<file path="src/rtl/median_then_mean_sample_filter_unit_defines.svh">
// Assertion macros shared by the filter RTL.
// Each macro expects i_clk and i_rst_n in the scope where it is used.
`ifndef MEDIAN_THEN_MEAN_SAMPLE_FILTER_UNIT_DEFINES_SVH
`define MEDIAN_THEN_MEAN_SAMPLE_FILTER_UNIT_DEFINES_SVH

`ifndef SYNTHESIS
// same-cycle implication
`define MTMSF_ASSERT_IMP(lbl, ante, cons, msg) \
    lbl: assert property (@(posedge i_clk) disable iff (!i_rst_n) (ante) |-> (cons)) \
        else $error(msg);
// next-cycle implication
`define MTMSF_ASSERT_NXT(lbl, ante, cons, msg) \
    lbl: assert property (@(posedge i_clk) disable iff (!i_rst_n) (ante) |=> (cons)) \
        else $error(msg);
`else
`define MTMSF_ASSERT_IMP(lbl, ante, cons, msg)
`define MTMSF_ASSERT_NXT(lbl, ante, cons, msg)
`endif

`endif

</file>
<file path="src/rtl/mtmsf_pkg.sv">
// Shared types and constants for the median-then-mean sample filter.
// No dependencies.
package mtmsf_pkg;

    localparam int SAMPLE_W   = 12;
    localparam int JOINT_W    = 3;
    localparam int ANGLE_W    = 15;
    localparam int SAMPLE_MAX = 4095;

    typedef logic [SAMPLE_W-1:0] t_sample;
    typedef logic [JOINT_W-1:0]  t_joint;
    typedef logic [ANGLE_W-1:0]  t_angle;

    localparam t_angle ANGLE_MAX = 15'h7FFF;

    // window update for one joint
    typedef struct packed {
        logic    en;
        t_joint  joint;
        t_sample sample;
        t_sample median;
    } t_push;

endpackage

</file>
<file path="src/rtl/mtmsf_median.sv">
// Rank-based median select over one window of samples.
// Depends on mtmsf_pkg.
module mtmsf_median #(
    parameter int TAPS = 5
) (
    input  mtmsf_pkg::t_sample i_win [TAPS],
    output mtmsf_pkg::t_sample o_median
);

    localparam int RW = $clog2(TAPS + 1);
    localparam logic [RW-1:0] MID = RW'(TAPS / 2);

    logic [TAPS-1:0] below [TAPS];
    logic [RW-1:0]   rank  [TAPS];

    // Ties broken by position so the ranks form a permutation.
    always_comb begin
        for (int i = 0; i < TAPS; i++) begin
            for (int j = 0; j < TAPS; j++) begin
                below[i][j] = (j != i) &&
                              ((i_win[j] < i_win[i]) || ((i_win[j] == i_win[i]) && (j < i)));
            end
            rank[i] = RW'($countones(below[i]));
        end
    end

    always_comb begin
        o_median = '0;
        for (int i = 0; i < TAPS; i++) begin
            if (rank[i] == MID) begin
                o_median = o_median | i_win[i];
            end
        end
    end

endmodule

</file>
<file path="src/rtl/mtmsf_store.sv">
// Per-joint median windows, mean windows and running window sums.
// Depends on mtmsf_pkg.
module mtmsf_store #(
    parameter int JOINTS      = 6,
    parameter int MEDIAN_TAPS = 5,
    parameter int AVG_TAPS    = 8,
    parameter int SUM_W       = 15
) (
    input  logic               i_clk,
    input  logic               i_rst_n,
    input  mtmsf_pkg::t_joint  i_rd_joint,
    output mtmsf_pkg::t_sample o_med_win [MEDIAN_TAPS],
    output mtmsf_pkg::t_sample o_avg_oldest,
    output logic [SUM_W-1:0]   o_sum,
    input  mtmsf_pkg::t_push   i_push,
    input  logic [SUM_W-1:0]   i_sum
);

    mtmsf_pkg::t_sample r_med [JOINTS][MEDIAN_TAPS];
    mtmsf_pkg::t_sample r_avg [JOINTS][AVG_TAPS];
    logic [SUM_W-1:0]   r_sum [JOINTS];

    // one-hot joint select
    always_comb begin
        for (int k = 0; k < MEDIAN_TAPS; k++) begin
            o_med_win[k] = '0;
        end
        o_avg_oldest = '0;
        o_sum        = '0;
        for (int j = 0; j < JOINTS; j++) begin
            if (int'(i_rd_joint) == j) begin
                for (int k = 0; k < MEDIAN_TAPS; k++) begin
                    o_med_win[k] = o_med_win[k] | r_med[j][k];
                end
                o_avg_oldest = o_avg_oldest | r_avg[j][0];
                o_sum        = o_sum | r_sum[j];
            end
        end
    end

    // oldest entry sits at index 0; new values shift in at the top
    always_ff @(posedge i_clk) begin
        if (!i_rst_n) begin
            for (int j = 0; j < JOINTS; j++) begin
                for (int k = 0; k < MEDIAN_TAPS; k++) begin
                    r_med[j][k] <= '0;
                end
                for (int k = 0; k < AVG_TAPS; k++) begin
                    r_avg[j][k] <= '0;
                end
                r_sum[j] <= '0;
            end
        end else if (i_push.en) begin
            for (int j = 0; j < JOINTS; j++) begin
                if (int'(i_push.joint) == j) begin
                    for (int k = 0; k < MEDIAN_TAPS - 1; k++) begin
                        r_med[j][k] <= r_med[j][k+1];
                    end
                    r_med[j][MEDIAN_TAPS-1] <= i_push.sample;
                    for (int k = 0; k < AVG_TAPS - 1; k++) begin
                        r_avg[j][k] <= r_avg[j][k+1];
                    end
                    r_avg[j][AVG_TAPS-1] <= i_push.median;
                    r_sum[j] <= i_sum;
                end
            end
        end
    end

endmodule

</file>
<file path="src/rtl/median_then_mean_sample_filter_unit.sv">
// Per-joint median-then-mean filter: each transaction carries a joint index and a 12-bit ADC
// sample; one result comes back per transaction, in order, passing from the input register to the
// result register when the output side is not stalled. Throughput is one transaction per clock
// while the output is not stalled: the rank-compare median of the updated window and the
// running-sum update (old sum minus oldest median plus new median) complete combinationally
// between the input and result registers, so back-to-back samples of the same joint need no
// forwarding. All window state lives in flip-flops cleared by reset; no clearing pass. A joint
// index at or above JOINTS leaves the state untouched and returns a sum of zero; sums above 32767 clamp.
// Depends on mtmsf_pkg, mtmsf_store, mtmsf_median and the assertion macro header.
`include "median_then_mean_sample_filter_unit_defines.svh"

module median_then_mean_sample_filter_unit #(
    parameter int JOINTS      = 6,
    parameter int MEDIAN_TAPS = 5,
    parameter int AVG_TAPS    = 8
) (
    input  logic               i_clk,
    input  logic               i_rst_n,
    input  logic               i_valid,
    output logic               o_ready,
    input  mtmsf_pkg::t_joint  i_joint_index,
    input  mtmsf_pkg::t_sample i_adc_sample,
    output logic               o_valid,
    input  logic               i_ready,
    output mtmsf_pkg::t_joint  o_joint_echo,
    output mtmsf_pkg::t_angle  o_angle_sum
);

    localparam int SUM_W = $clog2(AVG_TAPS * mtmsf_pkg::SAMPLE_MAX + 1);
    localparam int CMP_W = (SUM_W > mtmsf_pkg::ANGLE_W) ? SUM_W : mtmsf_pkg::ANGLE_W;

    logic               r_in_valid;
    mtmsf_pkg::t_joint  r_in_joint;
    mtmsf_pkg::t_sample r_in_sample;
    logic               r_out_valid;
    mtmsf_pkg::t_joint  r_out_joint;
    mtmsf_pkg::t_angle  r_out_angle;

    logic               out_adv;
    logic               in_range;
    mtmsf_pkg::t_sample old_win [MEDIAN_TAPS];
    mtmsf_pkg::t_sample new_win [MEDIAN_TAPS];
    mtmsf_pkg::t_sample median;
    mtmsf_pkg::t_sample avg_oldest;
    logic [SUM_W-1:0]   old_sum;
    logic [SUM_W-1:0]   new_sum;
    logic [CMP_W-1:0]   sum_ext;
    mtmsf_pkg::t_angle  n_out_angle;
    mtmsf_pkg::t_push   push;

    assign out_adv  = !r_out_valid || i_ready;
    assign o_ready  = !r_in_valid || out_adv;
    assign in_range = int'(r_in_joint) < JOINTS;

    mtmsf_store #(
        .JOINTS     (JOINTS),
        .MEDIAN_TAPS(MEDIAN_TAPS),
        .AVG_TAPS   (AVG_TAPS),
        .SUM_W      (SUM_W)
    ) u_store (
        .i_clk       (i_clk),
        .i_rst_n     (i_rst_n),
        .i_rd_joint  (r_in_joint),
        .o_med_win   (old_win),
        .o_avg_oldest(avg_oldest),
        .o_sum       (old_sum),
        .i_push      (push),
        .i_sum       (new_sum)
    );

    always_comb begin
        for (int k = 0; k < MEDIAN_TAPS - 1; k++) begin
            new_win[k] = old_win[k+1];
        end
        new_win[MEDIAN_TAPS-1] = r_in_sample;
    end

    mtmsf_median #(
        .TAPS(MEDIAN_TAPS)
    ) u_median (
        .i_win   (new_win),
        .o_median(median)
    );

    // old_sum always covers avg_oldest, so the subtract cannot wrap
    assign new_sum = (old_sum - SUM_W'(avg_oldest)) + SUM_W'(median);
    assign sum_ext = CMP_W'(new_sum);

    always_comb begin
        if (!in_range) begin
            n_out_angle = '0;
        end else if (sum_ext > CMP_W'(mtmsf_pkg::ANGLE_MAX)) begin
            n_out_angle = mtmsf_pkg::ANGLE_MAX;
        end else begin
            n_out_angle = sum_ext[mtmsf_pkg::ANGLE_W-1:0];
        end
    end

    always_comb begin
        push.en     = r_in_valid && out_adv && in_range;
        push.joint  = r_in_joint;
        push.sample = r_in_sample;
        push.median = median;
    end

    always_ff @(posedge i_clk) begin
        if (!i_rst_n) begin
            r_in_valid <= 1'b0;
        end else if (o_ready) begin
            r_in_valid <= i_valid;
        end
    end

    always_ff @(posedge i_clk) begin
        if (o_ready && i_valid) begin
            r_in_joint  <= i_joint_index;
            r_in_sample <= i_adc_sample;
        end
    end

    always_ff @(posedge i_clk) begin
        if (!i_rst_n) begin
            r_out_valid <= 1'b0;
        end else if (out_adv) begin
            r_out_valid <= r_in_valid;
        end
    end

    always_ff @(posedge i_clk) begin
        if (out_adv && r_in_valid) begin
            r_out_joint <= r_in_joint;
            r_out_angle <= n_out_angle;
        end
    end

    assign o_valid      = r_out_valid;
    assign o_joint_echo = r_out_joint;
    assign o_angle_sum  = r_out_angle;

    `MTMSF_ASSERT_IMP(a_bad_joint_zero, r_out_valid && (int'(r_out_joint) >= JOINTS), r_out_angle == '0, "out-of-range joint gave nonzero sum")
    `MTMSF_ASSERT_IMP(a_stall_only_full, !o_ready, r_in_valid && r_out_valid, "input stalled with a free stage")
    `MTMSF_ASSERT_NXT(a_advance_lands, r_in_valid && out_adv, r_out_valid, "advanced transaction lost")

endmodule
</file>
<file path="config.mk">
export PLATFORM = sky130hd
export DESIGN_NAME = median_then_mean_sample_filter_unit
export DESIGN_NICKNAME = d
export VERILOG_FILES = /design/src/rtl/mtmsf_pkg.sv /design/src/rtl/mtmsf_median.sv /design/src/rtl/mtmsf_store.sv /design/src/rtl/median_then_mean_sample_filter_unit.sv
export VERILOG_INCLUDE_DIRS = /design/src /design/src/rtl
export SDC_FILE = /design/constraint.sdc
export NUM_CORES = 1
export LEC_CHECK = 0
export ABC_AREA = 1
export BUFFER_PORTS_ARGS = -buffer_cell sky130_fd_sc_hd__clkbuf_2
export CAP_MARGIN = 10
export CORE_MARGIN = 2
export CORE_UTILIZATION = 35
export CTS_CLUSTER_DIAMETER = 50
export DETAILED_ROUTE_END_ITERATION = 10
export SYNTH_ARGS = -nofsm -noshare
export SYNTH_HDL_FRONTEND = slang
export SYNTH_HIERARCHICAL = 1
export SYNTH_SLANG_ARGS = --single-unit
</file>
<file path="constraint.sdc">
create_clock -name i_clk -period 7 [get_ports i_clk]
set_clock_uncertainty 0.15 [all_clocks]
set_input_delay 0.35 -clock i_clk [delete_from_list [all_inputs] [get_ports i_clk]]
set_output_delay 0.35 -clock i_clk [all_outputs]
set_load 0.005 [all_outputs]
</file>
After elaboration in Yosys (flattened, before gate mapping)
Memory sizes are Yosys's and may differ from the RTL's.
Index checks and enable logic that the tools add are counted.
{ "word_totals": {"inputBits": 19, "romBits": 0, "latch_bits": 0, "n_memories": 3, "ram_bits": 1026, "ff_bits": 35} }
{ "mem_list": {"columns": ["memory", "words", "width", "rd", "rd_ports_with_merged_regs", "write_ports", "line_no", "rtl"], "rows": [
  ["u_store.r_avg", 6, 96, 6, 0, 6, "mtmsf_store.sv:20", "mtmsf_pkg::t_sample r_avg [JOINTS][AVG_TAPS];"],
  ["u_store.r_med", 6, 60, 6, 0, 6, "mtmsf_store.sv:19", "mtmsf_pkg::t_sample r_med [JOINTS][MEDIAN_TAPS];"],
  ["u_store.r_sum", 6, 15, 6, 0, 6, "mtmsf_store.sv:21", "logic [SUM_W-1:0] r_sum [JOINTS];"]
]} }
{ "classes": {"n_eq_ne": 20, "multipliers": 0, "div_mod_pow": 0, "bitwise": 121, "muxes": 133, "add_sub_neg": 17, "shift": 0, "n_reduce_logical": 18, "n_lt_le_gt_ge": 22} }
{ "op_table": {"columns": ["cell", "n"], "rows": [
  ["$mux W12", 89],
  ["$or A12 B12 Y12", 32],
  ["$lt A12 B12 Y1", 20],
  ["$mux W60", 4],
  ["$mux W15", 13],
  ["$eq A12 B12 Y1", 10],
  ["$mux W48", 2],
  ["$or A1 B1 Y1", 84],
  ["$or A15 B15 Y15", 5],
  ["$mux W1", 25],
  ["$add A3 B1 Y3", 6],
  ["$eq A3 B2 Y1 const B", 6],
  ["$add A15 B12 Y15", 1],
  ["$gt A15 B15 Y1 const B", 1],
  ["$sub A15 B12 Y15", 1],
  ["$add A1 B1 Y2", 6],
  ["$eq A3 B3 Y1 const B", 4],
  ["$logic_or A1 B1 Y1", 12],
  ["$add A1 B3 Y3", 2],
  ["$add A2 B2 Y3", 1],
  ["$logic_and A1 B1 Y1", 3],
  ["$logic_not A3 Y1", 1],
  ["$lt A3 B3 Y1 const B", 1],
  ["$logic_not A1 Y1", 2]
]} }

Depth between registers and ports, before layout
{ "depth": {"ltp_word": 29, "depth_mapped": 42, "depth_no_buf": 38} }

Modules after synthesis
Netlist, hierarchy kept.
{ "modules_own_cells": {"columns": ["mod", "cells_per_inst", "instances", "seq_area_each_um2", "area_per_inst_um2"], "rows": [
  ["mtmsf_store", 4066, 1, 30809.5, 43128.9],
  ["mtmsf_median", 613, 1, 0.0, 3878.7],
  ["median_then_mean_sample_filter_unit", 313, 1, 1031.0, 2611.3]
]} }

Worst setup path after synthesis
Ideal clock, no wire load.
{ "synth_path": {"kind": "register to register", "startpoint": "register r_in_joint[0]", "endpoint": "memory u_store.r_sum[2][14] (data pin)", "setup_slack_ns": 0.853, "synth_period_minus_slack_ns": 6.147, "stages_incl_launch_ff": 41, "t_arrival_ns": 5.732, "path_buffers": 4, "cell_sequence": "edfxtp_1 clkbuf_1 nor2_1 clkbuf_1 clkbuf_1 nand3_1 nand2_1 nor2_1 nand2_1 inv_1 ha_1 nand2_1 nor2_1 nand2_1 a21oi_1 nor2_1 nor2_1 fa_1 [5 not listed] o21ai_2 inv_1 nand3_2 inv_1 fa_1 inv_1 ha_1 nand2_2 nor2_1 nand2_1 nand3_4 nand2_2 nand2_1 nand2_1 nand2_2 inv_2 inv_1 nor2_1"} }
{ "synth_lines": {"columns": ["item", "line_no", "rtl"], "rows": [
  ["start: declaration", "median_then_mean_sample_filter_unit.sv:33", "mtmsf_pkg::t_joint r_in_joint;"],
  ["start signal: assignment", "median_then_mean_sample_filter_unit.sv:116", "r_in_joint <= i_joint_index;"],
  ["end: declaration", "mtmsf_store.sv:21", null]
]} }

==> impl_metrics.ini <==
[clock_network]
clk_pin_slew_ps = 60
htree_levels = 3
insertion_delay_ps = 680
cts.sinks = 989
cts_tree = built
clockBufferDepth = 3
cts-root-buf = clkbuf_16
cts_buffers = 105

[final_layout]
multiInputGateArea_mm2 = 0.0120
final_util_pct = 40.2
nNetsFinal = 4870
fin_area_mm2 = 0.0529
fin_cells = 6533
area_delta_synth_final_pct = 14.1
antennaDiodeCount = 0
final_layout_size_suffix_gt1_share_pct = 8.79
fillCellCount = 12700
regArea_mm2 = 0.0297

[placement]
io_buffers = 38
post-place-ws_ps = 91.3
dp_hpwl_mm = 64.1
dp.cells = 6307
place_congestion = 0.911
place_area_mm2 = 0.0489

[synthesis]
yosysWarnings = 6
synth_fp_nets = 4830
avgSynthCellArea_um2 = 9.96
synth_area_mm2 = 0.0463
netlist_instances = 4649

[pwr]
power_mw = 17.2
p_per_area_mw_per_mm2 = 325
seq_power_share_pct = 40.5
combPwrFrac_pct = 26.5
swShare_pct = 32.7
p_int_mw = 11.6
max-vdd-ir-drop_v = 0.000226
switchingPower_mw = 5.62
clockPowerShare_pct = 33.0
leakagePower_nw = 22.8

[routing]
drt_iter0_drc = 2757
dr_wl_met3_mm = 5.86
wl_mm = 108
wl_met2_mm = 49.6
drc = 0
via_per_inst = 4.61
top_layer = met4
avgRoutedWirePerCell_um = 16.5
detail-route-antenna-nets = 0
wl_met1_mm = 49.2
drt-pass1-iter-count = 5
route.vias.total = 30100

[global_route]
overflow = 0
first_global_vias = 29200
track_usage_pct = 15.7
grt_max_degree = 160
grt_pass1_wl_mm = 167
antenna_found_initial = 0

[floorplan]
initial_core_util_pct = 35.2
coreArea_mm2 = 0.131
dieHeight_um = 368
io_pins = 39
row_count = 133
die_w_um = 368
die-area_mm2 = 0.135

[critical_path]
crit_path_end_kind = flip-flop
cp_slowest_stage_delay_ps = 540
start_kind = flip-flop
cp.required_ps = 7230
critical-path-top-delay-family = adder cells
cp_slowest_cell = fa_1
cp_num_buf_inv = 8
critPathKind = reg -> reg
crit_fanout = 28
cp.arrival_ps = 6860
path_common_cell = nand2_1

[sta]
fin_ws_ps = 367
hold_viol = 0
min_period_ps = 6630
max_freq_mhz = 151
tightest_slew_ps = 1050
final_max_slew_viol_count = 0
whs_ps = 232
period_share_pct = 94.8
setup_tns_ps = 0
finalSetupViolations = 0
relSlewSlack_pct = 29.9

[min_path]
hold_path.class = in -> reg

[run_status]
status = finished clean

[flow_run]
drv_cap = 0
sequential cells by signal, summed over array words and instances, names as in the netlist:
name and flops:
o_angle_sum 15, o_joint_echo 3, o_valid 1, r_in_joint 3, r_in_sample 12, r_in_valid 1
u_store/r_avg 576, u_store/r_med 288, u_store/r_sum 90
timing repair:
| item | CTS | global route |
|---|---|---|
| hold endpoints to repair | 17 | 0 |
| resized for setup | 0 | 25 |
| setup endpoints to repair | 0 | 90 |
| buffers inserted | 0 | 7 |
| hold buffers | 19 | 0 |
power groups by stage:
stage | sequential [mW] | clock (mW) | combinational [mW]
after floorplan | 7.10 | 0 | 2.69
after global placement | 7.08 | 0 | 4.48
after detailed placement | 7.08 | 0 | 4.49
after CTS | 6.96 | 5.79 | 4.53
after global routing | 6.98 | 6.02 | 5.06
final | 6.96 | 5.66 | 4.56
layout by cell type, fill, tap and decap left out, types with 5 or more instances in the layout:
master / n
nor2_1: 1160
inv_1: 1023
edfxtp_1: 987
nand2_1: 464
nand3_1: 178
nand4_1: 178
ha_1: 143
a21oi_1: 112
clkbuf_16: 109
buf_4: 76
clkbuf_2: 38
buf_12: 25
nand2_2: 24
clkinv_1: 24
dlygate4sd3_1: 19
inv_2: 18
fa_1: 17
clkinv_2: 17
nor2_2: 14
bufinv_16: 13
nand3_2: 12
o22ai_1: 12
clkbuf_1: 11
o21ai_2: 10
inv_6: 8
clkinvlp_4: 8
a21oi_2: 7
a21o_1: 7
o21bai_1: 7
nand2_4: 6
nand3_4: 5
xor2_1: 5
final cells by class:
type                       instances  share of cell area, %
multi-input combinational       2386                   22.6
clock inverter                    79                   1.62
tap                             1755                   4.15
clock buffer                     117                   5.09
sequential                       989                   56.1
inverter                        1043                   7.42
timing repair buffer             164                   2.95
worst paths after layout:
path	from	end	slack, ps	depth (start not counted)
max	r_in_joint[1]$_DFFE_PP_	u_store/r_sum[1][13]$_SDFFCE_PN0P_	370	36
min	i_rst_n	o_valid$_SDFFE_PN0P_	230	3
max reg2reg	r_in_joint[1]$_DFFE_PP_	u_store/r_sum[1][13]$_SDFFCE_PN0P_	370	36
min reg2reg	o_valid$_SDFFE_PN0P_	o_valid$_SDFFE_PN0P_	360	2
routing by layer:
layer | up-vias | track usage (%)
met4 | 0 | 4.64
met5 | - | 0
met1 | 14400 | 21.9
met3 | 170 | 2.31
met2 | 760 | 25.3
li1 | 14800 | -
worst reg2reg max path: cells and delay by family (launching register included):
kind / cells / cell delay (ps)
fa+ha+maj: 6 / 2220
simple gates: 20 / 2200
buf+inv: 8 / 1020
flops: 1 / 440
compound gates: 2 / 340
Note: power is estimated with default switching activity, not from simulation.
